File: src/rtl/bwvwe_pkg.sv
// Shared constants and types for the binary-weighted value word encoder.
// No dependencies; imported by bwvwe_stage and the top level.
`default_nettype none

package bwvwe_pkg;

  localparam int unsigned VALUE_W = 16;   // measured value and full scale
  localparam int unsigned MAG_W   = 17;   // magnitude, holds 32768
  localparam int unsigned COUNT_W = 8;    // digit count field
  localparam int unsigned ADDR_W  = 13;   // address field
  localparam int unsigned WORD_W  = 32;   // response word

  localparam int unsigned VALID_BIT = 31;
  localparam int unsigned SIGN_BIT  = 28;
  localparam int unsigned TOP_BIT   = 27;

  typedef logic [MAG_W-1:0] mag_t;

endpackage : bwvwe_pkg

`default_nettype wire

File: src/rtl/binary_weighted_value_word_encoder_top.sv
// Binary-weighted value word encoder: three register stages.
// Takes one item per cycle while the output is not held back by out_ready_i.
// Depth is set by the digit chain, split into two halves with a register between.
// Reset clears the stage valid flags only; payload registers are not reset.
// Depends on bwvwe_pkg and bwvwe_stage.
`default_nettype none

module binary_weighted_value_word_encoder_top #(
  parameter int unsigned MAX_DIGITS = 15
) (
  input  logic                              clk_i,
  input  logic                              rst_ni,
  input  logic                              in_valid_i,
  output logic                              in_ready_o,
  input  logic signed [bwvwe_pkg::VALUE_W-1:0] measured_value_i,
  input  logic [bwvwe_pkg::VALUE_W-1:0]     full_scale_i,
  input  logic [bwvwe_pkg::COUNT_W-1:0]     digit_count_i,
  input  logic [bwvwe_pkg::ADDR_W-1:0]      target_address_i,
  output logic                              out_valid_o,
  input  logic                              out_ready_i,
  output logic [bwvwe_pkg::WORD_W-1:0]      response_word_o
);
  import bwvwe_pkg::*;

  localparam int unsigned HI_DIGITS = (MAX_DIGITS + 1) / 2;
  localparam int unsigned LO_DIGITS = MAX_DIGITS - HI_DIGITS;

  // Stage valid flags and load enables
  logic v1_q, v2_q, v3_q;
  logic ld1, ld2, ld3;

  assign ld3        = !v3_q || out_ready_i;
  assign ld2        = !v2_q || ld3;
  assign ld1        = !v1_q || ld2;
  assign in_ready_o = ld1;

  // Stage 1: input register
  logic [VALUE_W-1:0] raw_q, full1_q;
  logic [COUNT_W-1:0] ndig1_q;
  logic [ADDR_W-1:0]  addr1_q;

  // Stage 2: magnitude after the upper digits
  mag_t                 mag2_q;
  logic [HI_DIGITS-1:0] hi2_q;
  logic [VALUE_W-1:0]   full2_q;
  logic [COUNT_W-1:0]   ndig2_q;
  logic [ADDR_W-1:0]    addr2_q;
  logic                 neg2_q;

  // Stage 3: result register
  logic [WORD_W-1:0] word_q, word_d;

  // Magnitude of the measurement and the upper digit steps
  logic                 neg1;
  mag_t                 mag1;
  mag_t                 mag2_d;
  logic [HI_DIGITS-1:0] hi2_d;

  assign neg1 = raw_q[VALUE_W-1];
  assign mag1 = neg1 ? (mag_t'(1) << VALUE_W) - MAG_W'(raw_q) : MAG_W'(raw_q);

  bwvwe_stage #(
    .FIRST (0),
    .COUNT (HI_DIGITS)
  ) u_stage_hi (
    .mag_i  (mag1),
    .full_i (full1_q),
    .mag_o  (mag2_d),
    .bits_o (hi2_d)
  );

  // Lower digit steps
  logic [MAX_DIGITS-1:0] pat_full;

  if (LO_DIGITS > 0) begin : g_lo
    logic [LO_DIGITS-1:0] lo_bits;

    bwvwe_stage #(
      .FIRST (HI_DIGITS),
      .COUNT (LO_DIGITS)
    ) u_stage_lo (
      .mag_i  (mag2_q),
      .full_i (full2_q),
      .mag_o  (),
      .bits_o (lo_bits)
    );

    assign pat_full = {hi2_q, lo_bits};
  end else begin : g_no_lo
    assign pat_full = hi2_q;
  end

  // Keep the first digit_count digits, complement for a negative value
  logic                  ndig_ok;
  logic [MAX_DIGITS-1:0] pat_mask;
  logic [MAX_DIGITS-1:0] pat_kept;
  logic [MAX_DIGITS-1:0] pat_out;

  assign ndig_ok  = (ndig2_q != '0) && (ndig2_q <= COUNT_W'(MAX_DIGITS));
  assign pat_mask = ~({MAX_DIGITS{1'b1}} >> ndig2_q);
  assign pat_kept = pat_full & pat_mask;
  assign pat_out  = neg2_q ? (~pat_kept + MAX_DIGITS'(1)) : pat_kept;

  always_comb begin
    word_d = '0;
    if (ndig_ok) begin
      word_d[VALID_BIT]                = 1'b1;
      word_d[SIGN_BIT]                 = neg2_q;
      word_d[TOP_BIT -: MAX_DIGITS]    = pat_out;
      word_d[ADDR_W-1:0]               = addr2_q;
    end
  end

  always_ff @(posedge clk_i or negedge rst_ni) begin
    if (!rst_ni) begin
      v1_q <= 1'b0;
      v2_q <= 1'b0;
      v3_q <= 1'b0;
    end else begin
      if (ld1) begin
        v1_q <= in_valid_i;
      end
      if (ld2) begin
        v2_q <= v1_q;
      end
      if (ld3) begin
        v3_q <= v2_q;
      end
    end
  end

  always_ff @(posedge clk_i) begin
    if (ld1 && in_valid_i) begin
      raw_q   <= measured_value_i;
      full1_q <= full_scale_i;
      ndig1_q <= digit_count_i;
      addr1_q <= target_address_i;
    end
    if (ld2 && v1_q) begin
      mag2_q  <= mag2_d;
      hi2_q   <= hi2_d;
      full2_q <= full1_q;
      ndig2_q <= ndig1_q;
      addr2_q <= addr1_q;
      neg2_q  <= neg1;
    end
    if (ld3 && v2_q) begin
      word_q <= word_d;
    end
  end

  assign out_valid_o     = v3_q;
  assign response_word_o = word_q;

`ifndef SYNTHESIS
  // Input stalls only when every stage is full and the output is held
  assert property (@(posedge clk_i) disable iff (!rst_ni)
    !in_ready_o |-> (v1_q && v2_q && v3_q && !out_ready_i))
    else $error("input stalled with a free stage");

  // An item in stage 1 moves on when stage 2 can load
  assert property (@(posedge clk_i) disable iff (!rst_ni)
    (v1_q && ld2) |=> v2_q)
    else $error("item dropped between stage 1 and stage 2");

  // A word without the valid flag is all zero
  assert property (@(posedge clk_i) disable iff (!rst_ni)
    (out_valid_o && !response_word_o[VALID_BIT]) |-> (response_word_o == '0))
    else $error("invalid word carries stray bits");

  // Sign only on a valid word, and the unused bits stay clear
  assert property (@(posedge clk_i) disable iff (!rst_ni)
    out_valid_o |-> ((!response_word_o[SIGN_BIT] || response_word_o[VALID_BIT])
                     && (response_word_o[VALID_BIT-1:SIGN_BIT+1] == '0)))
    else $error("malformed response word");
`endif

endmodule : binary_weighted_value_word_encoder_top

`default_nettype wire

File: src/rtl/bwvwe_stage.sv
// Group of greedy compare-subtract digit steps on the magnitude.
// Depends on bwvwe_pkg for widths.
`default_nettype none

module bwvwe_stage #(
  parameter int unsigned FIRST = 0,
  parameter int unsigned COUNT = 8
) (
  input  logic [bwvwe_pkg::MAG_W-1:0]   mag_i,
  input  logic [bwvwe_pkg::VALUE_W-1:0] full_i,
  output logic [bwvwe_pkg::MAG_W-1:0]   mag_o,
  output logic [COUNT-1:0]              bits_o
);
  import bwvwe_pkg::*;

  // Weight of step k is the full scale shifted right FIRST + k times; a zero
  // weight always matches.
  always_comb begin
    mag_t rem;
    mag_t wgt;
    rem    = mag_i;
    bits_o = '0;
    for (int k = 0; k < COUNT; k++) begin
      wgt = MAG_W'(full_i) >> (FIRST + k);
      if (rem >= wgt) begin
        bits_o[COUNT-1-k] = 1'b1;
        rem               = rem - wgt;
      end
    end
    mag_o = rem;
  end

endmodule : bwvwe_stage

`default_nettype wire
File: config.mk
export PLATFORM = sky130hd
export DESIGN_NAME = binary_weighted_value_word_encoder_top
export DESIGN_NICKNAME = d
export VERILOG_FILES = /design/src/rtl/bwvwe_pkg.sv /design/src/rtl/binary_weighted_value_word_encoder_top.sv /design/src/rtl/bwvwe_stage.sv
export SDC_FILE = /design/constraint.sdc
export NUM_CORES = 1
export LEC_CHECK = 0
export ABC_AREA = 0
export CAP_MARGIN = 20
export CELL_PAD_IN_SITES_DETAIL_PLACEMENT = 1
export CELL_PAD_IN_SITES_GLOBAL_PLACEMENT = 1
export CORE_AREA = 2 2 236 168
export DETAILED_ROUTE_END_ITERATION = 8
export DIE_AREA = 0 0 238 170
export DONT_BUFFER_PORTS = 1
export GPL_ROUTABILITY_DRIVEN = 0
export PLACE_DENSITY = 0.75
export SYNTH_ARGS = -nofsm -noshare
export SYNTH_HDL_FRONTEND = slang
export SYNTH_SLANG_ARGS = --single-unit
File: constraint.sdc
create_clock -name clk_i -period 35.8 [get_ports clk_i]
set_clock_uncertainty 0.2 [all_clocks]
set_input_delay 7.16 -clock clk_i [delete_from_list [all_inputs] [get_ports clk_i]]
set_output_delay 7.16 -clock clk_i [all_outputs]
set_load 0.05 [all_outputs]
# Word level (Yosys, flattened, before mapping)
# Cells that the tools add are included.
[totals] inputBits=57 ff_bits=149 output_inout_bits=34 word_cells=94
[classes] shift=1 n_addsub=16 bitwise_logic=3 magnitude_cmp=16 muxes=32 reduce_logical=11
[op_table] op="$mux W17" n=15
[op_table] op="$not A15 Y15" n=2
[op_table] op="$ge A17 B10 Y1" n=1
[op_table] op="$ge A17 B11 Y1" n=1
[op_table] op="$ge A17 B12 Y1" n=1
[op_table] op="$ge A17 B13 Y1" n=1
[op_table] op="$ge A17 B14 Y1" n=1
[op_table] op="$ge A17 B15 Y1" n=1
[op_table] op="$ge A17 B16 Y1" n=1
[op_table] op="$ge A17 B2 Y1" n=1
[op_table] op="$ge A17 B3 Y1" n=1
[op_table] op="$ge A17 B4 Y1" n=1
[op_table] op="$ge A17 B5 Y1" n=1
[op_table] op="$ge A17 B6 Y1" n=1
[op_table] op="$ge A17 B7 Y1" n=1
[op_table] op="$ge A17 B8 Y1" n=1
[op_table] op="$ge A17 B9 Y1" n=1
[op_table] op="$sub A17 B10 Y17" n=1
[op_table] op="$sub A17 B11 Y17" n=1
[op_table] op="$sub A17 B12 Y17" n=1
[op_table] op="$sub A17 B13 Y17" n=1
[op_table] op="$sub A17 B14 Y17" n=1
[op_table] op="$sub A17 B15 Y17" n=1
[op_table] op="$sub A17 B16 Y17" n=1
[op_table] op="other kinds (18)" n=40

# Longest topological paths before layout
[depth] word_depth=18 ltp_mapped=139

# Modules after synthesis
# Synthesis repeated with hierarchy kept, for this count alone.
[unflattened] hier_cells=2130 hier_area_um2=18028.5
[modules_own_cells] mod="bwvwe_stage at u_stage_hi" area_per_inst_um2=7225.7 n_inst=1 cells_each=1038 seq_area_each_um2=0.0
[modules_own_cells] mod="binary_weighted_value_word_encoder_top" area_per_inst_um2=5655.4 n_inst=1 cells_each=332 seq_area_each_um2=4459.3
[modules_own_cells] mod="bwvwe_stage at g_lo.u_stage_lo" area_per_inst_um2=5147.4 n_inst=1 cells_each=760 seq_area_each_um2=0.0

# Least setup slack after synthesis
# OpenSTA, ideal clock, no wires.
[synth_timing] kind="register to register" from="reg raw_q[4]" to="reg mag2_q[1], data pin" path_slack_ns=10.658 synth_period_minus_slack_ns=25.142 required_ns=35.338 stages_incl_launch_ff=130 setup_time_ns=0.262 t_arrival_ns=24.680 path_cell_list="edfxtp_1 or3_1 nor4_1 nand2b_1 o31ai_1 xnor2_1 ha_1 nand4_1 nor2_1 nor4b_1 nor3_1 o21ai_1 clkbuf_1 clkbuf_1 buf_1 a21oi_1 ha_1 and3_1 [94 not listed] clkbuf_1 mux2i_1 ha_1 a21oi_1 o21ai_0 and2_1 o21ai_0 nand2_1 and2_1 o21ai_0 nand2b_1 a21o_1 a21o_1 a41oi_1 o211ai_1 nor4b_4 buf_4 mux2_1"
[synth_between] elab_chain_len=18
[synth_rtl] item="start, declared" line="binary_weighted_value_word_encoder_top.sv:38" text="logic [VALUE_W-1:0] raw_q, full1_q;"
[synth_rtl] item="start signal, assigned" line="binary_weighted_value_word_encoder_top.sv:134" text="raw_q <= measured_value_i;"
[synth_rtl] item="$sub A17 B16 Y17" line="binary_weighted_value_word_encoder_top.sv:60" text="assign mag1 = neg1 ? (mag_t'(1) << VALUE_W) - MAG_W'(raw_q) : MAG_W'(raw_q);"
[synth_rtl] item="$mux W17 *" line="binary_weighted_value_word_encoder_top.sv:60"
[synth_rtl] item="$ge A17 B16 Y1 / $sub A17 B16 Y17 (equally long branches)" line="bwvwe_stage.sv:25, bwvwe_stage.sv:27"
[synth_rtl] item="$mux W17 *" line="bwvwe_stage.sv:25" text="if (rem >= wgt) begin"
[synth_rtl] item="$sub A17 B15 Y17 / $ge A17 B15 Y1 (equally long branches)" line="bwvwe_stage.sv:27, bwvwe_stage.sv:25"
[synth_rtl] item="$mux W17 *" line="bwvwe_stage.sv:25"
[synth_rtl] item="$sub A17 B14 Y17 / $ge A17 B14 Y1 (equally long branches)" line="bwvwe_stage.sv:27, bwvwe_stage.sv:25"
[synth_rtl] item="$mux W17 *" line="bwvwe_stage.sv:25"
[synth_rtl] item="[3 not listed]"
[synth_rtl] item="$mux W17 *" line="bwvwe_stage.sv:25"
[synth_rtl] item="$sub A17 B11 Y17 / $ge A17 B11 Y1 (equally long branches)" line="bwvwe_stage.sv:27, bwvwe_stage.sv:25"
[synth_rtl] item="$mux W17 *" line="bwvwe_stage.sv:25"
[synth_rtl] item="$sub A17 B10 Y17 / $ge A17 B10 Y1 (equally long branches)" line="bwvwe_stage.sv:27, bwvwe_stage.sv:25"
[synth_rtl] item="$mux W17 *" line="bwvwe_stage.sv:25"
[synth_rtl] item="$sub A17 B9 Y17 / $ge A17 B9 Y1 (equally long branches)" line="bwvwe_stage.sv:27, bwvwe_stage.sv:25"
[synth_rtl] item="$mux W17 *" line="bwvwe_stage.sv:25"
[synth_rtl] item="via mag2_d[1]" line="binary_weighted_value_word_encoder_top.sv:56" text="mag_t mag2_d;"
[synth_rtl] item="end signal, assigned" line="binary_weighted_value_word_encoder_top.sv:140" text="mag2_q <= mag2_d;"
[synth_rtl] item="end, declared" line="binary_weighted_value_word_encoder_top.sv:43" text="mag_t mag2_q;"
# Mark *: on every way through the listed nets, which the timed path passes. The rest lies on a longest branch.
# A chain may end at the register's enable or synchronous reset.

# Final worst setup path
[layout_timing] from="reg raw_q[4]" to="reg mag2_q[11], data pin"
[layout_between] elab_chain_len=18
[layout_rtl] item="$sub A17 B16 Y17" line="binary_weighted_value_word_encoder_top.sv:60"
[layout_rtl] item="$mux W17 *" line="binary_weighted_value_word_encoder_top.sv:60"
[layout_rtl] item="$sub A17 B16 Y17 / $ge A17 B16 Y1 (equally long branches)" line="bwvwe_stage.sv:27, bwvwe_stage.sv:25"
[layout_rtl] item="$mux W17 *" line="bwvwe_stage.sv:25"
[layout_rtl] item="$sub A17 B15 Y17 / $ge A17 B15 Y1 (equally long branches)" line="bwvwe_stage.sv:27, bwvwe_stage.sv:25"
[layout_rtl] item="$mux W17 *" line="bwvwe_stage.sv:25"
[layout_rtl] item="$sub A17 B14 Y17 / $ge A17 B14 Y1 (equally long branches)" line="bwvwe_stage.sv:27, bwvwe_stage.sv:25"
[layout_rtl] item="$mux W17 *" line="bwvwe_stage.sv:25"
[layout_rtl] item="[3 not listed]"
[layout_rtl] item="$mux W17 *" line="bwvwe_stage.sv:25"
[layout_rtl] item="$sub A17 B11 Y17 / $ge A17 B11 Y1 (equally long branches)" line="bwvwe_stage.sv:27, bwvwe_stage.sv:25"
[layout_rtl] item="$mux W17 *" line="bwvwe_stage.sv:25"
[layout_rtl] item="$sub A17 B10 Y17 / $ge A17 B10 Y1 (equally long branches)" line="bwvwe_stage.sv:27, bwvwe_stage.sv:25"
[layout_rtl] item="$mux W17 *" line="bwvwe_stage.sv:25"
[layout_rtl] item="$sub A17 B9 Y17 / $ge A17 B9 Y1 (equally long branches)" line="bwvwe_stage.sv:27, bwvwe_stage.sv:25"
[layout_rtl] item="$mux W17 *" line="bwvwe_stage.sv:25"
[layout_rtl] item="via mag2_d[11]" line="binary_weighted_value_word_encoder_top.sv:56"
# Marked as above.

==> results_dict.tcl <==
set metrics [dict create \
    cts_setup_buffers 0 \
    vias_per_cell 6.41 \
    path_class "register to register" \
    slew_viol_final 0 \
    cp-end-kind "register" \
    grt_pass1_wl_um 93000 \
    fin_setup_tns_ns 0 \
    slew_headroom_pct 29.6 \
    synth_area_um2 17100 \
    clock_sinks 141 \
    setup_viol 0 \
    hold_viol 0 \
    grt_util_all_layers_pct 29.2 \
    critPathBufInv 13 \
    initial_core_util_pct 44.7 \
    mostFrequentLayoutCells "nand2_1, nor2_1, a21oi_1" \
    synth_ff_type "edfxtp_1" \
    cpMaxStageDelayCell "a21oi_1" \
    multiInputGateArea_um2 12200 \
    fmax_mhz 33.4 \
    synth_top_area_cell "edfxtp_1" \
    cts_hold_buffers 0 \
    ff_latch_area_um2 4220 \
    critPathRequiredTime_ns 35.80 \
    drtIter0Drc 1556 \
    crit_path_max_fanout 25 \
    syn_avg_cell_area_um2 8.25 \
    worst_slew_pin_slew_ns 1.05 \
    rows 60 \
    die-width_um 238 \
    dieArea_um2 40500 \
    cts_buffers 17 \
    max_stage_delay_ns 0.72 \
    drive_above_1_share_pct 7.48 \
    cts_buffer_depth 2 \
    syn_inst 2069 \
    drc 0 \
    nFillCells 4591 \
    synth_edf_count 138 \
    cp_common_cell "o21ai_0" \
    area_growth_pct 6.76 \
    vias 16500 \
    routedWlPerCell_um 22.8 \
    tritoncts "built" \
    dp_hpwl_um 46700 \
    grt_max_degree 56 \
    async_reset_ff_share_pct 2.13 \
    cp_top_family "compound AO/OA/AOI/OAI gates" \
    ys_seq_elements 141 \
    drtPass1Iterations 6 \
    grt-ovfl-total 0 \
    grt_antenna_before_repair 0 \
    start_kind "register" \
    grt_pass1_vias 16300 \
    synth.area.top_cells "edfxtp_1, ha_1, xnor2_1" \
    outcome "finished clean" \
    yosysTopAreaCellShare_pct 24.3 \
    seq_area_frac_synth_pct 24.7 \
    cp_data_arrival_time_ns 29.91 \
    hp-class "register to register" \
    detail-route-antenna-nets 0 \
    num_io_pins 91 \
    fin_nets 2266 \
    wl_um 58600 \
    core_um2 38100 \
    h-tree-depth 4 \
    synth_cell_types 112 \
    clock-root-buffer "clkbuf_16" \
    rsz0062_at_grt "no" \
    maxCapViolCount 0 \
    port_buffers 0 \
    post-route-min-period_ns 29.90 \
    clk_latency_ns 0.45 \
    final_common_cell "nand2_1" \
    ys_warn_count 0 \
    cts_resized 0 \
    fin_crit_sh_pct 83.5 \
    die_y_um 170 \
    clkTransAtPathRegs_ns 0.08 \
]
## layout make-up
cell class | count | share of cell area (%)
Antenna cell | 1 | 0.0137
Clock buffer | 17 | 2.34
Clock inverter | 15 | 1.02
Inverter | 106 | 2.18
Multi-Input combinational cell | 1777 | 67.2
Sequential cell | 141 | 23.2
Tap cell | 496 | 3.41
Timing Repair Buffer | 15 | 0.639
## path summary, 6_finish.rpt
path	depth (start not counted)	endpoint	start	slack, ns
hold / removal	0	addr2_q[4]	addr1_q[4]	0.21
min in group asynchronous	0	v2_q	rst_ni	6.20
setup / recovery	127	mag2_q[11]	raw_q[4]	5.90
setup reg to reg	127	mag2_q[11]	raw_q[4]	5.90
max in group asynchronous	0	out_valid_o	rst_ni	29.13
hold reg to reg	0	addr2_q[4]	addr1_q[4]	0.21
## worst register-to-register path, delay by kind of cell (launching register included)
| family | cells | cell delay (ns) |
|---|---|---|
| and+or+nand+nor | 43 | 8.64 |
| AOI/OAI and AO/OA | 60 | 13.43 |
| muxes | 3 | 1.15 |
| DFF | 1 | 0.43 |
| buffers and inverters | 13 | 3.19 |
| adders and majority gates | 8 | 2.58 |
## per-layer routing
metal	GRT usage, %	vias to the layer above	routed length [um]
li1	-	7726	-
met1	44.5	8192	29500
met2	43.1	507	24400
met3	5.09	43	4050
met4	5.35	0	658
met5	0	-	0
## cells by family (layout without fill, tap and decap cells)
logic type	Yosys count	count (layout)	synth area share (%)
buf+inv	152	153	3.61
compound gates	634	634	25.3
fa+ha+maj	151	151	11.7
mux	55	55	3.44
xor+xnor	135	135	6.97
other cells	1	3	0.0220
flops	141	141	24.7
simple gates	800	800	24.3
## cell usage after synthesis, drive strengths merged (8+ instances only)
library cell and n:
buf 21, nand2 198, or3 24, mux2i 29
o211ai 25, o21ai 147, a311oi 9, a211oi 17
a211o 8, o21a 22, xor2 41, and2 52
nand4 32, o22ai 16, a21o 56, or2 20
nor4 12, a21oi 151, nor2b 40, and3 24
edfxtp 138, or4 10, clkbuf 25, nand2b 62
nand3 72, o31ai 41, nor3 63, nor2 163
ha 137, a31oi 22, a21boi 22, xnor2 94
fa 14, a2111oi 8, mux2 26, inv 106
## flip-flops by register name, summed over array words and instances, names as in the netlist, 8 cells and up
register,cells
response_word_o,30
addr2_q,13
ndig2_q,8
full1_q,16
full2_q,8
addr1_q,13
ndig1_q,8
mag2_q,17
hi2_q,8
raw_q,16
## metrics by stage
step	std cells	util [%]	hold slack [ns]	worst slack (ns)	instance area, um2
2_1_floorplan	2070	-	0.200	10.66	17100
3_3_place_gp	2534	46.1	0.203	7.89	17600
3_5_place_dp	2534	46.1	0.206	6.35	17600
4_1_cts	2566	47.7	0.209	6.08	18200
5_1_grt	2567	47.8	0.222	2.81	18200
6_report	2568	47.8	0.210	5.90	18200
Power is left out: the tool's default activity adds up to more than one toggle a clock period on the data nets, which glitch-free logic cannot reach.
